<file path="src/tss_pkg.sv">
// Shared constants and control types for the two-stack shared-memory block.
package tss_pkg;

	localparam int CMD_W    = 2;
	localparam int DATA_W   = 8;
	localparam int STATUS_W = 2;

	localparam logic [CMD_W-1:0] CMD_PUSH_LOW  = 2'd0;
	localparam logic [CMD_W-1:0] CMD_PUSH_HIGH = 2'd1;
	localparam logic [CMD_W-1:0] CMD_POP_LOW   = 2'd2;
	localparam logic [CMD_W-1:0] CMD_POP_HIGH  = 2'd3;

	localparam logic [STATUS_W-1:0] ST_OK        = 2'd0;
	localparam logic [STATUS_W-1:0] ST_OVERFLOW  = 2'd1;
	localparam logic [STATUS_W-1:0] ST_UNDERFLOW = 2'd2;

	// Commands from the controller to the datapath.
	typedef struct packed {
		logic start;   // an input item is accepted this cycle
		logic finish;  // memory read data of a pop is ready to be captured
	} tss_ctrl_t;

	// Status from the datapath to the controller.
	typedef struct packed {
		logic pop_go;  // current command is a pop on a non-empty stack
	} tss_sts_t;

endpackage

</file>
<file path="src/tss_ram.sv">
// Generic single-port RAM with registered read data.
module tss_ram #(
	parameter int WIDTH = 8,
	parameter int DEPTH = 64
) (
	input  logic                     clk,
	input  logic                     we,
	input  logic [$clog2(DEPTH)-1:0] addr,
	input  logic [WIDTH-1:0]         wdata,
	output logic [WIDTH-1:0]         rdata
);

	logic [WIDTH-1:0] mem_q [DEPTH];

	always_ff @(posedge clk) begin
		if (we) begin
			mem_q[addr] <= wdata;
		end
		rdata <= mem_q[addr];
	end

endmodule

</file>
<file path="src/tss_ctrl.sv">
// Controller state machine: input and output handshakes and pop sequencing.
module tss_ctrl (
	input  logic            clk,
	input  logic            arst_n,
	input  logic            in_valid,
	output logic            in_ready,
	output logic            out_valid,
	input  logic            out_ready,
	input  tss_pkg::tss_sts_t sts,
	output tss_pkg::tss_ctrl_t ctrl
);
	import tss_pkg::*;

	typedef enum logic {
		S_IDLE,
		S_READ
	} state_t;

	state_t state_q;
	logic   out_valid_q;
	logic   accept;
	logic   out_set;

	// A new item may enter when no pop read is pending and the output register is free at this edge.
	assign in_ready    = (state_q == S_IDLE) && (!out_valid_q || out_ready);
	assign accept      = in_valid && in_ready;
	assign out_valid   = out_valid_q;
	assign ctrl.start  = accept;
	assign ctrl.finish = (state_q == S_READ);

	// The result register fills when an item finishes at once or when a pop read completes.
	assign out_set = (accept && !sts.pop_go) || (state_q == S_READ);

	always_ff @(posedge clk or negedge arst_n) begin
		if (!arst_n) begin
			state_q     <= S_IDLE;
			out_valid_q <= 1'b0;
		end else begin
			if (out_set) begin
				out_valid_q <= 1'b1;
			end else if (out_valid_q && out_ready) begin
				out_valid_q <= 1'b0;
			end
			case (state_q)
				S_IDLE: begin
					if (accept && sts.pop_go) begin
						state_q <= S_READ;
					end
				end
				S_READ: begin
					state_q <= S_IDLE;
				end
				default: begin
					state_q <= S_IDLE;
				end
			endcase
		end
	end

endmodule

</file>
<file path="src/tss_dp.sv">
// Datapath: stack counts, address generation, shared memory and result register.
module tss_dp #(
	parameter int DEPTH = 64
) (
	input  logic                          clk,
	input  logic                          arst_n,
	input  logic [tss_pkg::CMD_W-1:0]     command,
	input  logic [tss_pkg::DATA_W-1:0]    data,
	input  tss_pkg::tss_ctrl_t            ctrl,
	output tss_pkg::tss_sts_t             sts,
	output logic [tss_pkg::DATA_W-1:0]    pop_data,
	output logic [tss_pkg::STATUS_W-1:0]  status
);
	import tss_pkg::*;

	localparam int CW = $clog2(DEPTH + 1);
	localparam int AW = $clog2(DEPTH);
	localparam logic [CW:0] DEPTH_C = (CW + 1)'(DEPTH);

	logic [CW-1:0]       count_low_q, count_high_q;
	logic [CW:0]         used;
	logic                full, low_empty, high_empty;
	logic [CW:0]         addr_wide;
	logic [AW-1:0]       ram_addr;
	logic                ram_we;
	logic [DATA_W-1:0]   ram_rdata;
	logic [DATA_W-1:0]   pop_data_q;
	logic [STATUS_W-1:0] status_q;

	assign used       = {1'b0, count_low_q} + {1'b0, count_high_q};
	assign full       = (used >= DEPTH_C);
	assign low_empty  = (count_low_q == '0);
	assign high_empty = (count_high_q == '0);

	assign sts.pop_go = ((command == CMD_POP_LOW) && !low_empty) ||
	                    ((command == CMD_POP_HIGH) && !high_empty);

	// Stack two's next free entry sits at DEPTH-1-count; its popped entry at DEPTH-count.
	always_comb begin
		ram_we    = 1'b0;
		addr_wide = '0;
		case (command)
			CMD_PUSH_LOW: begin
				addr_wide = {1'b0, count_low_q};
				ram_we    = ctrl.start && !full;
			end
			CMD_PUSH_HIGH: begin
				addr_wide = DEPTH_C - (CW + 1)'(1) - {1'b0, count_high_q};
				ram_we    = ctrl.start && !full;
			end
			CMD_POP_LOW: begin
				addr_wide = {1'b0, count_low_q} - (CW + 1)'(1);
			end
			default: begin
				addr_wide = DEPTH_C - {1'b0, count_high_q};
			end
		endcase
	end

	assign ram_addr = addr_wide[AW-1:0];

	tss_ram #(
		.WIDTH(DATA_W),
		.DEPTH(DEPTH)
	) u_ram (
		.clk  (clk),
		.we   (ram_we),
		.addr (ram_addr),
		.wdata(data),
		.rdata(ram_rdata)
	);

	always_ff @(posedge clk or negedge arst_n) begin
		if (!arst_n) begin
			count_low_q  <= '0;
			count_high_q <= '0;
		end else if (ctrl.start) begin
			case (command)
				CMD_PUSH_LOW: begin
					if (!full) count_low_q <= count_low_q + CW'(1);
				end
				CMD_PUSH_HIGH: begin
					if (!full) count_high_q <= count_high_q + CW'(1);
				end
				CMD_POP_LOW: begin
					if (!low_empty) count_low_q <= count_low_q - CW'(1);
				end
				default: begin
					if (!high_empty) count_high_q <= count_high_q - CW'(1);
				end
			endcase
		end
	end

	// Pushes and failed pops finish at once; a good pop waits for the read data.
	always_ff @(posedge clk) begin
		if (ctrl.finish) begin
			pop_data_q <= ram_rdata;
			status_q   <= ST_OK;
		end else if (ctrl.start && !sts.pop_go) begin
			pop_data_q <= '0;
			if (command == CMD_PUSH_LOW || command == CMD_PUSH_HIGH) begin
				status_q <= full ? ST_OVERFLOW : ST_OK;
			end else begin
				status_q <= ST_UNDERFLOW;
			end
		end
	end

	assign pop_data = pop_data_q;
	assign status   = status_q;

endmodule

</file>
<file path="src/two_stacks_shared_memory_top.sv">
// Top level of the two-stack shared-memory block.
// Two byte stacks share one single-port memory of DEPTH entries: stack one grows up from
// entry 0, stack two grows down from entry DEPTH-1. Each input item carries a command and a
// byte and yields exactly one result item with pop_data and status (0 ok, 1 overflow,
// 2 underflow). Pushes and failed operations finish at once, so they can follow each other
// every cycle while results are taken; a successful pop waits for the read, as the memory port
// returns its read data in the cycle after the address. The result sits in an output
// register, and the next item is taken in the same cycle that the previous result is taken.
// The memory contents are not cleared at reset; only the two stack counts are.
module two_stacks_shared_memory_top #(
	parameter int DEPTH = 64
) (
	input  logic                          clk,
	input  logic                          arst_n,
	input  logic                          in_valid,
	output logic                          in_ready,
	input  logic [tss_pkg::CMD_W-1:0]     command,
	input  logic [tss_pkg::DATA_W-1:0]    data,
	output logic                          out_valid,
	input  logic                          out_ready,
	output logic [tss_pkg::DATA_W-1:0]    pop_data,
	output logic [tss_pkg::STATUS_W-1:0]  status
);
	import tss_pkg::*;

	tss_ctrl_t ctrl;
	tss_sts_t  sts;

	tss_ctrl u_ctrl (
		.clk      (clk),
		.arst_n   (arst_n),
		.in_valid (in_valid),
		.in_ready (in_ready),
		.out_valid(out_valid),
		.out_ready(out_ready),
		.sts      (sts),
		.ctrl     (ctrl)
	);

	tss_dp #(
		.DEPTH(DEPTH)
	) u_dp (
		.clk     (clk),
		.arst_n  (arst_n),
		.command (command),
		.data    (data),
		.ctrl    (ctrl),
		.sts     (sts),
		.pop_data(pop_data),
		.status  (status)
	);

endmodule

</file>
<file path="config.mk">
export PLATFORM = sky130hd
export DESIGN_NAME = two_stacks_shared_memory_top
export DESIGN_NICKNAME = d
export VERILOG_FILES = /design/src/tss_pkg.sv /design/src/tss_ram.sv /design/src/tss_ctrl.sv /design/src/tss_dp.sv /design/src/two_stacks_shared_memory_top.sv
export SDC_FILE = /design/constraint.sdc
export NUM_CORES = 1
export LEC_CHECK = 0
export ABC_AREA = 1
export BUFFER_PORTS_ARGS = -buffer_cell sky130_fd_sc_hd__clkbuf_2
export CELL_PAD_IN_SITES_DETAIL_PLACEMENT = 0
export CELL_PAD_IN_SITES_GLOBAL_PLACEMENT = 1
export CORE_AREA = 2 2 200 281
export DETAILED_ROUTE_END_ITERATION = 7
export DIE_AREA = 0 0 202 283
export PLACE_DENSITY_LB_ADDON = 0.1
export SLEW_MARGIN = 25
export SYNTH_ARGS = -nofsm -noshare
export SYNTH_HDL_FRONTEND = slang
export SYNTH_HIERARCHICAL = 1
export SYNTH_SLANG_ARGS = --single-unit
</file>
<file path="constraint.sdc">
create_clock -name clk -period 3.05 [get_ports clk]
set_input_delay 0.61 -clock clk [delete_from_list [all_inputs] [get_ports clk]]
set_output_delay 0.61 -clock clk [all_outputs]
set_load 0.03 [all_outputs]
</file>
# After elaboration in Yosys (flattened, before gate mapping)
# Memories as Yosys holds them, arrays and structs flattened. A register that Yosys moved wholly into a read port is not among the register bits.
# Cells that the tools add are included.
# op_classes
n_addsub	8
magnitude_cmp	1
n_eq_ne	7
muxes	18
bitwise_logic	2
reduce_logical	27
# ops
op	count
two-way mux 7 bit	4
case mux 7 bit (2 select lines)	2
case mux 6 bit (3 select lines)	1
two-way mux 8 bit	2
adder 7 x 1 -> 7 bit (second input constant)	2
logical NOT 7 bit	2
subtractor 7 x 1 -> 7 bit (second input constant)	2
adder 7 x 7 -> 8 bit	1
greater-or-equal comparator 8 x 7 -> 1 bit (second input constant)	1
logical AND 1 bit	8
inequality test 2 bit (second input constant)	4
AND reduction 4 bit	2
two-way mux 1 bit	7
nonzero test 2 bit	3
subtractor 1 x 6 -> 6 bit (first input constant)	1
subtractor 6 x 1 -> 6 bit (second input constant)	1
subtractor 6 bit (first input constant)	1
logical NOT 1 bit	5
== test 2 bit (second input constant)	2
logical OR 1 bit	4
OR reduction 2 bit	2
== test 2 x 1 -> 1 bit (second input constant)	1
logical NOT 2 bit	1
two-way mux 2 bit	1
2 further kinds	3
# word_totals
register_bits	26
mem_bits_rw	512
inputBits	14
output_inout_bits	12
wordCells	70
n_memories	1
# mem_list
name	depth	width	read_ports	rd_ports_with_merged_regs	wr	line	rtl
u_dp.u_ram.mem_q	64	8	1	1	1	tss_ram.sv:13	logic [WIDTH-1:0] mem_q [DEPTH];

# Depth between registers and ports, before layout
# Gate-level depths: netlist of the first run.
# depth
ltp_word	8
depth_mapped	21
ltp_nobuf	17

# By module
# Netlist of the first run, hierarchy kept.
# by_module_without_submodules
module	n_inst	cells_each	area_per_inst_um2	seq_area_each_um2
tss_ram	1	2167	22044.9	15534.9
tss_dp	1	322	2223.4	630.6
tss_ctrl	1	15	117.6	50.0

# Worst setup path after synthesis of the first run
# No wires, ideal clock.
# synth_path
kind	input port to flip-flop
start	input port command[1] in the netlist's numbering
end	memory u_dp.u_ram.mem_q[41][0] (enable)
setup_time_ns	0.395
t_arrival_ns	3.141
required_ns	2.655
setup_slack_ns	-0.486
path_stages	12
n_path_buf	2
path_cell_list	buf_4 > inv_2 > nand2_1 > inv_1 > ha_1 > nor2_1 > a32oi_1 > buf_2 > inv_2 > nor3_2 > inv_2 > nor4_1
# synth_via
elab_cells_between_ends	8
cone_classes	2 x eq/ne; 4 x mux; 2 x reduce/logical
# synth_lines
element	line	rtl
from (decl)	two_stacks_shared_memory_top.sv:17	input logic [tss_pkg::CMD_W-1:0] command,
== test 2 bit (tied with other cells)	tss_dp.sv:42	case (command)
case mux 6 bit (3 select lines) *	tss_dp.sv:42	
via u_dp.addr_wide[3]	tss_dp.sv:23	logic [CW:0] addr_wide;
to (decl)	tss_ram.sv:13	
# Mark *: on every way through the listed nets, which the timed path passes. The rest lies on a longest branch.

# Worst setup path in the final report of the first run
# layout_path
start	register u_dp.count_low_q[0]
end	memory u_dp.u_ram.mem_q[23][0] (enable)
# layout_via
elab_chain_cells	7
elab_cells_between_ends	9
cone_classes	2 x add/sub; 1 x order compare; 4 x mux; 2 x reduce/logical
# layout_lines
element	line	rtl
from (decl)	tss_dp.sv:20	logic [CW-1:0] count_low_q, count_high_q;
from (signal assigned)	tss_dp.sv:80	if (!full) count_low_q <= count_low_q + CW'(1);
from (signal assigned)	tss_dp.sv:86	if (!low_empty) count_low_q <= count_low_q - CW'(1);
adder 7 x 7 -> 8 bit	tss_dp.sv:30	assign used = {1'b0, count_low_q} + {1'b0, count_high_q};
greater-or-equal comparator 8 x 7 -> 1 bit	tss_dp.sv:31	assign full = (used >= DEPTH_C);
logical NOT 1 bit	tss_dp.sv:45, tss_dp.sv:49	
logical AND 1 bit	tss_dp.sv:45, tss_dp.sv:49	
two-way mux 1 bit	-	
via u_dp.ram_we	tss_dp.sv:25	logic ram_we;
two-way mux 1 bit	tss_ram.sv:16	if (we) begin
two-way mux 1 bit (not written as such)	tss_ram.sv:17	mem_q[addr] <= wdata;
# The timed path passes the listed nets, and every way through them passes these cells.

==> results of run 1 <==
## layer usage
metal / GRT usage / wire [um] / up-vias
met4: 0.116 / 3540 / 0
met5: 0 / 0 / -
met2: 0.429 / 35200 / 413
li1: - / - / 8336
met1: 0.282 / 26300 / 8093
met3: 0.0352 / 2990 / 158
## Yosys cell counts
master    count
a21oi_1      10
a31oi_1       1
a31oi_4       1
a32oi_1       1
buf_1         4
buf_2        52
buf_4        10
buf_6        17
clkbuf_1     24
clkinv_1      2
dfrtp_1      16
dfxtp_1      10
edfxtp_1    520
fa_1          3
ha_1         24
inv_1        83
inv_2         9
nand2_1    1504
nand2_2       3
nand2_4       3
nand3_1      47
nand3_2       2
nand3b_1      1
nand4_1       5
nor2_1      102
nor2_2        3
nor2_4        1
nor3_1        2
nor3_2        9
nor4_1        2
o211ai_1      5
o21ai_0       6
o21ai_1       6
o21bai_1      1
o221ai_1      1
or2_1         3
or2_2         3
xnor2_1       5
xor2_1        3
## area by class of cell
type                       count  area [um^2]
clock buffer                  68         1380
clock inverter                31          298
fill                        4976        26500
inverter                      94          380
multi-input combinational   1757         7290
sequential                   546        16200
tap                          728          911
timing repair buffer         201         1740
## through the flow
stage               TNS [ps]  worst slack (ps)
floorplan                  0             0.592
global placement       -2010             -50.7
detailed placement     -1240             -41.0
CTS                        0               100
global route               0              11.1
finish                     0               171
## worst reg2reg max path, cell delays in order, from the launching register on
cell     delay [ps]
dfrtp_2         430
ha_1            240
fa_1            380
nand2_1          90
inv_1            40
nand2_1          60
nor2_1           40
nor2_1          130
nand2_2         100
nor2_1          130
buf_6           170
nand4_1         210
buf_6           220
nor2_1          170
buf_4           200
## sequential cells by signal, summed over array words and instances, names as in the netlist
| register | cells |
|---|---|
| u_dp/u_ram/rdata | 8 |
| u_dp/status | 2 |
| u_dp/count_high_q | 7 |
| u_ctrl/state_q | 1 |
| u_dp/pop_data | 8 |
| u_dp/u_ram/mem_q | 512 |
| u_dp/count_low_q | 7 |
| u_ctrl/out_valid | 1 |
## what timing repair did
item                                    4_1_cts  5_1_grt
endpoints found under the setup margin        0      183
resized for setup                             0        6
setup buffers                                 0        2
hold endpoints to repair                     16        0
hold buffers                                  1        0
## power groups by stage
stage | clock [W] | sequential [W] | combinational, W
after floorplan | 0 | 0.00881 | 0.00542
after global placement | 0 | 0.00881 | 0.00860
after detailed placement | 0 | 0.00881 | 0.00859
after CTS | 0.00652 | 0.00865 | 0.00863
after global routing | 0.00679 | 0.00866 | 0.00960
final | 0.00639 | 0.00864 | 0.00855
## kinds of logic after synthesis
group           after synthesis  synth area share
xor+xnor                      8           0.00287
compound gates               32           0.00821
buf+inv                     201            0.0404
fa+ha+maj                    27            0.0148
flops                       546             0.665
simple gates               1690             0.269
## worst max-delay path by stage
stage / slack, ps / end / start / cells after the start
after floorplan: 0.6 / u_dp/u_ram/mem_q[14][0] / command[1] / 14
after global placement: -50 / u_dp/u_ram/mem_q[15][2] / command[0] / 12
after detailed placement: -40 / u_dp/u_ram/mem_q[8][5] / command[0] / 12
after CTS: 100 / u_dp/u_ram/mem_q[23][0] / u_dp/count_low_q[0] / 14
after global routing: 10 / u_dp/u_ram/mem_q[3][7] / u_dp/count_low_q[1] / 12
final: 170 / u_dp/u_ram/mem_q[23][0] / u_dp/count_low_q[0] / 14
==> impl_metrics.tcl, run 1 <==
set metrics [dict create \
    postSynthCellCount 2504 \
    skew_ps 17.9 \
    ir_worst_vdd_v 0.000479 \
    hold_violations 0 \
    clk_path_buf_depth 3 \
    dr.first_iter.drc_count 972 \
    drv_cap 0 \
    cts_max_level 2 \
    place_congestion 0.880 \
    dieArea_mm2 0.0572 \
    path_cells "ha_1, fa_1, nand2_1, inv_1, nand2_1, nor2_1, nor2_1, nand2_2, nor2_1, buf_6, nand4_1, buf_6, nor2_1, buf_4" \
    seq_area_frac_synth 0.665 \
    rsz0062_at_grt "false" \
    cts-root-buf "clkbuf_16" \
    synthToLayoutAreaGrowth_pct 15.7 \
    synth_seq_cells 546 \
    cts_tree "done" \
    report.final.slew_viol_count 0 \
    fin_nets 2694 \
    crit_type "flip-flop to flip-flop" \
    syn-num-nets 2545 \
    worst_pin_slew_ps 930 \
    power.switching_w 0.00881 \
    clk_pin_slew_worst_paths_ps 60 \
    drtAntennaViolNets 0 \
    status "complete, no violations" \
    p_seq_frac 0.366 \
    crit_required_ps 3370 \
    slowest_stage "dfrtp_2" \
    grt_max_degree 63 \
    first_pass_iters 5 \
    rows 102 \
    min_from "in_valid" \
    io_buffers 25 \
    end_kind "flip-flop" \
    reg2regPathDepth 14 \
    fin_util 0.515 \
    initial_utilization 0.445 \
    postPlaceCellArea_mm2 0.0265 \
    synth_area_per_cell_um2 9.74 \
    stdcell_area_mm2 0.0282 \
    hold_depth 3 \
    layout-drive-gt1-share 0.121 \
    power_density_mw_per_mm2 836 \
    r2r_end "u_dp/u_ram/mem_q[23][0]" \
    clk_latency_ps 620 \
    grt_pass1_vias 17198 \
    fmax_ghz 0.347 \
    fin_crit_ps 2880 \
    chipHeight_um 283 \
    rr_startpoint "u_dp/count_low_q[0]" \
    grt_pass1_wl_mm 102 \
    yosys.area.top_type "edfxtp_1" \
    drc_errors 0 \
    fin_crit_sh 0.944 \
    crit_fanout 9 \
    drt-wirelength-per-cell_um 19.8 \
    startpoint_type "flip-flop" \
    finalPower_w 0.0236 \
    synth_area_leaders "edfxtp_1 64%, nand2_1 23%, dfrtp_1 1.6%, nor2_1 1.6%, inv_1 1.3%" \
    r2r_setup_slack_ps 170 \
    mostFrequentLayoutCell "nand2_1" \
    switching_share 0.373 \
    die_w_um 202 \
    vias_per_cell 4.96 \
    hold_end "u_ctrl/out_valid" \
    n_antenna_cell 0 \
    holdWs_ps 255 \
    cp.buffers_inverters 4 \
    clockPowerShare 0.271 \
    setup_viol 0 \
    ys_warn_count 6 \
    relSlewSlack 0.380 \
    power.internal_w 0.0148 \
    power_frac_comb 0.363 \
    track_usage 0.240 \
    antenna_found_initial 0 \
    layout.cells.non_filler 3425 \
    hpwl_mm 45.4 \
    cts_buffers 53 \
    ioPinCount 26 \
    dp.cells 3323 \
    cpPeakStageDelay_ps 430 \
    synth_cell_type_count 39 \
    core_area_mm2 0.0548 \
    routed_wl_mm 68.0 \
    crit_family "simple AND/OR/NAND/NOR gates" \
    cp_common_cell "nor2_1" \
    cp.arrival_ps 3200 \
    cts.sinks 546 \
    leakagePower_nw 12.2 \
    vias 17000 \
    hold_path_class "primary input to flip-flop" \
    grt-ovfl-total 0 \
    syn_area_mm2 0.0244 \
    yosys.area.top_type_share 0.640 \
    final_cell_mix "1503 x nand2_1, 520 x edfxtp_1, 150 x buf_4" \
]
Note: power is estimated with default switching activity, not from simulation.
==> run 2, diff against run 1 <==
--- a/config.mk
+++ b/config.mk
@@ -5,13 +5,13 @@
 export SDC_FILE = /design/constraint.sdc
 export NUM_CORES = 1
 export LEC_CHECK = 0
-export ABC_AREA = 1
+export ABC_AREA = 0
 export BUFFER_PORTS_ARGS = -buffer_cell sky130_fd_sc_hd__clkbuf_2
 export CELL_PAD_IN_SITES_DETAIL_PLACEMENT = 0
 export CELL_PAD_IN_SITES_GLOBAL_PLACEMENT = 1
-export CORE_AREA = 2 2 200 281
+export CORE_AREA = 2 2 185 260
 export DETAILED_ROUTE_END_ITERATION = 7
-export DIE_AREA = 0 0 202 283
+export DIE_AREA = 0 0 187 262
 export PLACE_DENSITY_LB_ADDON = 0.1
 export SLEW_MARGIN = 25
 export SYNTH_ARGS = -nofsm -noshare
==> impl_metrics.tcl, run 2 <==
set metrics [dict create \
    status "finished, violations left" \
    violations "setup timing" \
    place_congestion 0.883 \
    dieArea_mm2 0.0490 \
    layout-drive-gt1-share 0.378 \
    routed_wl_mm 65.6 \
    track_usage 0.270 \
    cts_tree "done" \
    die_w_um 187 \
    grt_pass1_vias 14448 \
    crit_required_ps 3510 \
    fin_nets 1754 \
    first_pass_iters 5 \
    mostFrequentLayoutCell "edfxtp_1" \
    fin_crit_sh 1.05 \
    setup_viol 5 \
    fillers 3411 \
    synth_area_per_cell_um2 16.2 \
    reg2regPathDepth 15 \
    dr.first_iter.drc_count 1240 \
    synth_seq_cells 546 \
    yosys.area.top_type "edfxtp_1" \
    synth_top_flop_cell "edfxtp_1" \
    rsz0062_at_grt "true" \
    fin_crit_ps 3190 \
    hpwl_mm 44.4 \
    synthToLayoutAreaGrowth_pct 30.9 \
    yosys-top-cells-count "520 x edfxtp_1, 95 x nor2_1, 70 x mux2i_1" \
    syn-num-nets 1434 \
    synth-async-reset-ratio 0.0293 \
    leakagePower_nw 10.2 \
    clk_latency_ps 600 \
    skew_ps 23.3 \
    vias_per_cell 5.90 \
    grt_max_degree 65 \
    drc_errors 0 \
    io_buffers 25 \
    report.final.slew_viol_count 0 \
    dp_slack_ps -741 \
    yosysMostFrequentCell "edfxtp_1" \
    startpoint_type "flip-flop" \
    power_density_mw_per_mm2 883 \
    drtAntennaViolNets 0 \
    drv_cap 0 \
    hold_path_class "primary input to flip-flop" \
    largest_register_ffs 512 \
    crit_type "flip-flop to flip-flop" \
    tns_ps -435 \
    final_cell_mix "520 x edfxtp_1, 221 x buf_4, 80 x buf_12" \
    holdWs_ps 271 \
    initial_utilization 0.484 \
    end_kind "flip-flop" \
    crit_fanout 6 \
    fmax_ghz 0.313 \
    ys_warn_count 6 \
    clk_pin_slew_worst_paths_ps 80 \
    multi_input_area_mm2 0.00706 \
    regArea_mm2 0.0162 \
    hold_violations 0 \
    drt-wirelength-per-cell_um 27.5 \
    postSynthCellCount 1393 \
    grt-ovfl-total 0 \
    synth_area_leaders "edfxtp_1 69%, mux4_2 4.1%, mux2i_1 3.1%, dfrtp_1 1.8%, nor2_1 1.6%" \
    finalPower_w 0.0261 \
    core_area_mm2 0.0467 \
    ioPinCount 26 \
    n_antenna_cell 0 \
    cts_max_level 2 \
    ir_worst_vdd_v 0.000507 \
    syn_area_mm2 0.0226 \
    relSlewSlack 0.335 \
    largest-register "u_dp/u_ram/mem_q" \
    worst_pin_slew_ps 997 \
    cts.sinks 546 \
    chipHeight_um 262 \
    hold_depth 2 \
    cts-root-buf "clkbuf_16" \
    worst_slack_ps -142 \
    clk_path_buf_depth 3 \
    rows 94 \
    synth_cell_type_count 74 \
    yosys.area.top_type_share 0.690 \
    cts_buffers 52 \
    grt_pass1_wl_mm 95.3 \
    vias 14053 \
    synth-edff-count 520 \
    antenna_found_initial 0 \
    seq_area_frac_synth 0.717 \
    cp.arrival_ps 3650 \
]
## run 2: changes by cell type in the layout (fill, tap and decap cells not counted), sizes merged, moves of 21 or more
cell    delta
buf      +148
a22oi     +40
a21oi     +33
a221oi    +21
inv       -71
and2      +21
nand2b    +27
nand2   -1453
mux4      +41
o22ai     +22
nand3     -37
mux2i     +70
## run 2: worst paths after layout
path | from | endpoint | slack (ps)
worst max-delay path | u_dp/count_high_q[1] | u_dp/u_ram/rdata[7] | -140
worst min-delay path | in_valid | u_ctrl/out_valid | 270
worst max register to register | u_dp/count_high_q[1] | u_dp/u_ram/rdata[7] | -140
worst min register to register | u_dp/status[0] | u_dp/status[0] | 490
max in group asynchronous | arst_n | u_ctrl/state_q | 2180
min in group asynchronous | arst_n | u_dp/count_low_q[6] | 510
## run 2: cell type report
type,instances,share of cell area
clock buffers,65,0.0473
clock inverters,33,0.00960
inverters,20,0.00275
multi-input cells,741,0.239
flip-flops and latches,546,0.548
well taps,624,0.0264
repair buffers,352,0.127
## run 2: through the flow
step | instances | util | area [um^2]
2_1_floorplan | 1393 | - | 23300
3_3_place_gp | 2234 | 0.569 | 26600
3_5_place_dp | 2234 | 0.569 | 26600
4_1_cts | 2368 | 0.623 | 29100
5_1_grt | 2381 | 0.634 | 29600
6_report | 2381 | 0.634 | 29600
## run 2: timing repair
item | in CTS | in global routing
pin swaps | 32 | 33
setup endpoints to repair | 471 | 440
hold endpoints to repair | 16 | 0
buffers inserted | 32 | 12
hold buffers | 1 | 0
resized for setup | 80 | 76
gates cloned | 5 | 2
## run 2: cell families after synthesis
| kind of cell | after synthesis | synth area share |
|---|---|---|
| xor gates and xnor gates | 17 | 0.00658 |
| DFF | 546 | 0.717 |
| AOI/OAI and AO/OA | 271 | 0.0881 |
| muxes | 130 | 0.0819 |
| buffers and inverters | 107 | 0.0225 |
| adders and majority gates | 27 | 0.0159 |
| and+or+nand+nor | 295 | 0.0679 |
## run 2: worst max-delay path, stage by stage, from the launching register on
cell and delay (ps):
dfrtp_1 390, inv_2 100, ha_2 240, o221ai_4 150
buf_12 170, o21ai_4 70, buf_4 180, buf_4 120
inv_2 50, buf_12 140, buf_12 130, buf_4 160
a221oi_1 260, o22a_1 210, o221ai_1 170, or4b_1 490
## run 2: per-layer routing
metal  vias up  routed length [um]  global-route usage
li1       6238                   -                   -
met1      7165               24300               0.326
met2       504               34800               0.500
met3       146                3570              0.0291
met4         0                2910               0.102
met5         -                   0                   0
## run 2: power breakdown
part / total (W) / switching [W] / internal, W
sequential: 0.00858 / 0.000182 / 0.00840
clock: 0.00641 / 0.00280 / 0.00361
combinational: 0.0112 / 0.00584 / 0.00531
total: 0.0261 / 0.00882 / 0.0173
==> run 3, diff against run 2 <==
--- a/config.mk
+++ b/config.mk
@@ -13,6 +13,7 @@
 export DETAILED_ROUTE_END_ITERATION = 7
 export DIE_AREA = 0 0 187 262
 export PLACE_DENSITY_LB_ADDON = 0.1
+export SKIP_CTS_REPAIR_TIMING = 1
 export SLEW_MARGIN = 25
 export SYNTH_ARGS = -nofsm -noshare
 export SYNTH_HDL_FRONTEND = slang
==> impl_metrics.tcl, run 3 (synthesis gave the netlist of run 2 again) <==
set metrics [dict create \
    fin_nets 1735 \
    cts_max_level 2 \
    worst_slack_ps -309 \
    largest_register_ffs 512 \
    place_congestion 0.883 \
    min_from "in_valid" \
    fin_crit_sh 1.10 \
    cts.sinks 546 \
    clk_pin_slew_worst_paths_ps 80 \
    report.final.slew_viol_count 0 \
    io_buffers 25 \
    fin_crit_ps 3360 \
    path_cells "inv_2, ha_4, xnor2_2, o21ai_2, a21oi_4, buf_12, buf_12, mux2_4, a222oi_1, a211o_1, o211ai_1, or4_1" \
    fin_util 0.619 \
    layout.cells.non_filler 2362 \
    grt_max_degree 65 \
    drv_cap 0 \
    rsz0062_at_grt "true" \
    tns_ps -1770 \
    worst_pin_slew_ps 1040 \
    relSlewSlack 0.305 \
    largest-register "u_dp/u_ram/mem_q" \
    antenna_found_initial 0 \
    dr.first_iter.drc_count 1086 \
    vias 13823 \
    drtAntennaViolNets 0 \
    crit_path_start "u_dp/count_high_q[0]" \
    grt_pass1_wl_mm 92.2 \
    ir_worst_vdd_v 0.000504 \
    violations "setup timing" \
    routed_wl_mm 64.1 \
    clk_path_buf_depth 3 \
    cp.buffers_inverters 3 \
    drt-wirelength-per-cell_um 27.1 \
    first_pass_iters 5 \
    crit_required_ps 3500 \
    slowest_stage "or4_1" \
    ioPinCount 26 \
    cts-root-buf "clkbuf_16" \
    status "finished, violations left" \
    rr_startpoint "u_dp/count_high_q[0]" \
    grt_pass1_vias 14151 \
    grt-ovfl-total 0 \
    vias_per_cell 5.85 \
    crit_family "compound AO/OA/AOI/OAI gates" \
    track_usage 0.260 \
    finalPower_w 0.0252 \
    dieArea_mm2 0.0490 \
    crit_type "flip-flop to flip-flop" \
    cts_tree "done" \
    drc_errors 0 \
    rows 94 \
    final_cell_mix "520 x edfxtp_1, 226 x buf_4, 68 x buf_12" \
    hold_path_class "primary input to flip-flop" \
    initial_utilization 0.484 \
    chipHeight_um 262 \
    end_kind "flip-flop" \
    skew_ps 23.8 \
    holdWs_ps 273 \
    fmax_ghz 0.298 \
    power_density_mw_per_mm2 872 \
    dp.cells 2234 \
    core_area_mm2 0.0467 \
    crit_fanout 6 \
    cp_common_cell "buf_12" \
    cpPeakStageDelay_ps 530 \
    cp.arrival_ps 3810 \
    setup_viol 8 \
    mostFrequentLayoutCell "edfxtp_1" \
    n_antenna_cell 0 \
    leakagePower_nw 9.97 \
    synthToLayoutAreaGrowth_pct 27.9 \
    hpwl_mm 44.4 \
    startpoint_type "flip-flop" \
    cts_buffers 52 \
    clk_latency_ps 600 \
    hold_violations 0 \
    die_w_um 187 \
    layout-drive-gt1-share 0.349 \
]
run 3: stage by stage:
| step | instance area (um^2) | setup slack (ps) |
|---|---|---|
| final | 28900 | -309 |
| after CTS | 28300 | -355 |
| after global placement | 26600 | -713 |
| after global routing | 28900 | -423 |
| after floorplan | 23300 | -3.82 |
| after detailed placement | 26600 | -741 |
run 3: area by class of cell:
| type | instances | area, um^2 |
|---|---|---|
| flip-flops and latches | 546 | 16200 |
| well taps | 624 | 781 |
| repair buffers | 333 | 3380 |
| fillers | 3501 | 17800 |
| inverters | 20 | 75.1 |
| multi-input cells | 741 | 6780 |
| clock buffers | 65 | 1400 |
| clock inverters | 33 | 284 |
run 3: path summary, 6_finish.rpt:
path                                  endpoint  slack (ps)  cells after the start
setup reg to reg           u_dp/u_ram/rdata[6]        -310                     12
max in group asynchronous       u_ctrl/state_q        2180                      2
min in group asynchronous  u_dp/count_low_q[6]         510                      2
hold reg to reg                 u_dp/status[0]         490                      2
setup / recovery           u_dp/u_ram/rdata[6]        -310                     12
hold / removal                u_ctrl/out_valid         270                      2
run 3: routing by layer:
layer  vias up  track usage  part of all wire
li1       6192            -                 -
met1      7070        0.310              0.38
met2       422        0.484              0.53
met3       139       0.0295             0.050
met4         0        0.101             0.044
met5         -            0                 0
run 3: power breakdown:
group	leakage, nW	total, W	switching (W)	internal (W)
logic	4.20	0.0102	0.00549	0.00475
registers	4.95	0.00858	0.000183	0.00840
clock network	0.827	0.00639	0.00278	0.00361
run 3: worst register-to-register path: cells and delay by family (launching register included):
kind / cells / cell delay (ps)
fa+ha+maj: 1 / 170
xor+xnor: 1 / 190
compound gates: 5 / 1290
flops: 1 / 380
mux: 1 / 290
simple gates: 1 / 530
buf+inv: 3 / 360
